### src/hdl/rk4s_regfile.sv
module rk4s_regfile (
    input  logic       aclk,
    input  logic       we,
    input  logic [3:0] waddr,
    input  logic [31:0] wdata,
    input  logic [3:0] raddr_a,
    input  logic [3:0] raddr_b,
    output logic [31:0] rdata_a,
    output logic [31:0] rdata_b
);
    logic [31:0] mem [16];

    always_ff @(posedge aclk) begin
        if (we) begin
            mem[waddr] <= wdata;
        end
        rdata_a <= mem[raddr_a];
        rdata_b <= mem[raddr_b];
    end
endmodule

### config.mk
export PLATFORM = sky130hd
export DESIGN_NAME = rk4s_regfile
export DESIGN_NICKNAME = d
export VERILOG_FILES = /design/src/hdl/rk4s_regfile.sv
export SDC_FILE = /design/constraint.sdc
export NUM_CORES = 1
export LEC_CHECK = 0
export BUFFER_PORTS_ARGS = -buffer_cell sky130_fd_sc_hd__buf_4
export CAP_MARGIN = 20
export CORE_AREA = 5 5 226 228
export CTS_CLUSTER_SIZE = 16
export DETAILED_ROUTE_END_ITERATION = 7
export DIE_AREA = 0 0 231 233
export PLACE_DENSITY_LB_ADDON = 0.25
export SLEW_MARGIN = 30
export SYNTH_ARGS = -nofsm -noshare
export SYNTH_HDL_FRONTEND = slang
export SYNTH_SLANG_ARGS = --single-unit
### constraint.sdc
create_clock -name aclk -period 4.4 [get_ports aclk]
set_clock_uncertainty 0.2 [all_clocks]
set_input_delay 0.22 -clock aclk [delete_from_list [all_inputs] [get_ports aclk]]
set_output_delay 0.22 -clock aclk [all_outputs]
set_load 0.05 [all_outputs]
# Word-level counts from Yosys, hierarchy flattened

Memories as Yosys holds them, arrays and structs flattened. A register that Yosys moved wholly into a read port is not among the register bits.
Index checks and enable logic that the tools add are counted.

Muxes and demuxes: 2

Operators by type and width:

| cell             | count |
|---|---|
| 1-bit 2-to-1 mux | 2 |

RAM bits: 512
Memories: 1
Logic and storage cells: 3
Input port bits: 46
Register bits: 0
Output and inout port bits: 64

Memory list:

| memory | depth | width | rd ports | clocked after Yosys merged registers in | wr ports | RTL line | text |
|---|---|---|---|---|---|---|---|
| mem    | 16    | 32    | 2        | 2                                       | 1        | 11       | `logic [31:0] mem [16];` |

# Longest topological paths before layout

Word-level depth: 2
Gate-level depth with buffers: 5

# Least setup slack after synthesis

No wires, ideal clock.

Path type: input -> register
Start point: input port waddr[2]
End point: memory mem[0][0], enable pin
Stages: 2
Data required time: 3.739 ns
Path slack: 0.800 ns
Buffers on the path: 0
Arrival time: 2.938 ns
Cells stage by stage: or3b_2 nor3_1

RTL lines:

| element            | RTL line | text |
|---|---|---|
| start: declaration | 4        | `input logic [3:0] waddr,` |
| end: declaration   | 11       |  |

No word-level cell before the write port.

==> flow_summary.json <==
{
  "slowest_stage": "dlygate4sd3_1",
  "period_share_pct": 52.6,
  "synth.avg_cell_area_sq_um": 21.2,
  "drive_gt1_share_pct": 37.9,
  "yosys.area.top_type_share_pct": 63.6,
  "vias": 12652,
  "start_util_pct": 49.7,
  "drv_slew": 0,
  "grt_pass1_vias": 13662,
  "netlist_instances": 1141,
  "required_ps": 4680,
  "mostFrequentLayoutCell": "edfxtp_1",
  "route.detailed.drc": 0,
  "layout_common_cells": "512 x edfxtp_1, 256 x mux4_2, 138 x buf_4, 128 x a22oi_1, 65 x nand2_1",
  "status": "finished clean",
  "ant_nets": 0,
  "p_leak_nw": 9.23,
  "gp_congestion": 0.739,
  "synth_edf_count": 512,
  "synth-seq-cells": 576,
  "cts_buffer_depth": 3,
  "hold_slack_ps": 52.7,
  "fp.dieW_microns": 231,
  "holdPathEnd": "rdata_b[9]$_DFF_P_",
  "syn_area_sq_um": 24200,
  "cp-end-kind": "flop",
  "cts_buffers": 57,
  "place_hpwl_mm": 33.1,
  "critPathTopFamily": "buffers and inverters",
  "path_clk_slew_ps": 60,
  "synth_area_leaders": "edfxtp_1 64%, mux4_2 24%, dfxtp_1 5.3%",
  "routed_wl_mm": 58.3,
  "r2r-start": "mem[3][17]$_DFFE_PP_",
  "fmax_mhz": 432,
  "core_area_sq_um": 48600,
  "synth.distinct_cells": 17,
  "r2r_end": "rdata_a[17]$_DFF_P_",
  "rows": 81,
  "p_total_w": 0.0122,
  "min_path_type": "input port to flop",
  "antenna_found_initial": 1,
  "r2r_slack_ps": 2380,
  "wl_per_cell_microns": 29.6,
  "grt_max_degree": 92,
  "cap_viol_max_count": 0,
  "hold_viol_final": 0,
  "drtIter0Drc": 1216,
  "dr.pass1.iters": 5,
  "yosysTopAreaCell": "edfxtp_1",
  "holdPathStages": 4,
  "cts_setup_buffers": 0,
  "h-tree-depth": 2,
  "critPathMaxStageDelay_ps": 570,
  "critPathKind": "input port to flop",
  "synthToLayoutAreaGrowth_pct": 16.6,
  "arrival_ps": 2600,
  "postSynthNetCount": 1187,
  "io_pins": 110,
  "rsz0062_at_grt": "false",
  "ys_async_sr_fraction_pct": 0,
  "grt_pass1_wl_mm": 87.2,
  "die_h_microns": 233,
  "tritoncts": "yes",
  "clockRootBuffer": "clkbuf_16",
  "grt_usage_pct": 22.0,
  "setup_viol": 0,
  "cp_num_cells": 6,
  "hp-start": "raddr_b[1]",
  "crit_chain": "clkbuf_8, buf_4, mux4_2, a22oi_1, dlygate4sd3_1, nand2_1",
  "avgViaCountPerCell": 6.42,
  "overflow": 0,
  "n_fill_cell": 3536,
  "crit_buf_inv": 3,
  "tightest_slew_ps": 975,
  "final_util_pct": 58.0,
  "final.setup.tns_ps": 0,
  "min_period_ps": 2320,
  "synth_seq_area_share_pct": 68.9,
  "seqCellArea_sq_um": 16700,
  "die_area_sq_um": 53800,
  "synthFlopType": "edfxtp_1",
  "worstSkewPairLatency_ps": 610,
  "fin_nets": 1347,
  "port-buffer-count": 109,
  "yosys_warnings": 0,
  "reg2regPathDepth": 4,
  "vdd_drop_max_mv": 0.412,
  "worst-path-max-fanout": 59,
  "clock_sink_count": 576,
  "multi_input_area_sq_um": 7280,
  "critPathLaunchType": "input port",
  "p_per_area_nw_per_um2": 433,
  "slew_headroom_pct": 34.9
}
layer usage:
metal	GRT usage [%]	wire length (microns)	vias to the layer above
li1	-	-	5279
met1	31.3	23800	6740
met2	35.4	28500	546
met3	5.50	5000	87
met4	4.64	1090	0
met5	0	0	-
worst max path at each step:
stage,startpoint,to,slack (ps)
3_3_place_gp,raddr_a[0],rdata_a[1]$_DFF_P_,1800
3_5_place_dp,waddr[2],mem[9][20]$_DFFE_PP_,1780
5_1_grt,raddr_a[0],rdata_a[17]$_DFF_P_,1990
6_report,raddr_a[0],rdata_a[17]$_DFF_P_,2080
4_1_cts,raddr_a[0],rdata_a[17]$_DFF_P_,2100
2_1_floorplan,waddr[2],mem[0][0]$_DFFE_PP_,800
report_power, final:
group	leakage (nW)	switching (W)	internal [W]	total (W)
Clock	0.903	0.00200	0.00281	0.00481
Sequential	5.16	0.0000685	0.00612	0.00619
Combinational	3.17	0.000728	0.000474	0.00120
state kept, by name, indices dropped and copies added, names as in the netlist:
register / count
mem: 512
rdata_a: 32
rdata_b: 32
worst min-delay path: cells and delay by family:
family,cells,cell delay [ps]
multiplexers,1,260
buffers and inverters,1,190
AND/OR/NAND/NOR,1,70
AO/OA/AOI/OAI,1,60
synth_stat cells (4+ instances only):
| cell type | instances |
|---|---|
| mux4_2 | 256 |
| buf_4 | 18 |
| clkbuf_1 | 39 |
| a22oi_1 | 128 |
| buf_1 | 13 |
| buf_2 | 16 |
| dfxtp_1 | 64 |
| nor3_1 | 4 |
| nand2_1 | 65 |
| edfxtp_1 | 512 |
| nor2_1 | 14 |
| nor2b_1 | 4 |
cell families (layout without fill, tap and decap cells):
family                 count (synthesis)  count (layout)  share of synthesized area, %
buffers and inverters                 86             293                          1.70
flip-flops                           576             576                          68.9
AND/OR/NAND/NOR                       95              95                          1.63
AO/OA/AOI/OAI                        128             128                          3.97
multiplexers                         256             256                          23.8
other                                  0               1                             0
per-stage QoR:
| step | cells | worst slack, ps | area [sq um] |
|---|---|---|---|
| final | 1971 | 2080 | 28200 |
| after global routing | 1971 | 1990 | 28200 |
| after CTS | 1969 | 2100 | 28200 |
| after detailed placement | 1826 | 1780 | 26000 |
| after global placement | 1821 | 1800 | 25800 |
| after floorplan | 1141 | 800 | 24200 |
cell type report:
cell class | count | area share [%]
Antenna cell | 1 | 0.00887
Clock buffer | 77 | 5.50
Clock inverter | 29 | 1.03
Multi-Input combinational cell | 479 | 25.8
Sequential cell | 576 | 59.0
Tap cell | 622 | 2.76
Timing Repair Buffer | 187 | 5.85
repair_timing:
| item | CTS | global route |
|---|---|---|
| resized for setup | 0 | 0 |
| hold endpoints to repair | 526 | 0 |
| hold buffers | 37 | 0 |
(Power assumes the default switching activity.)
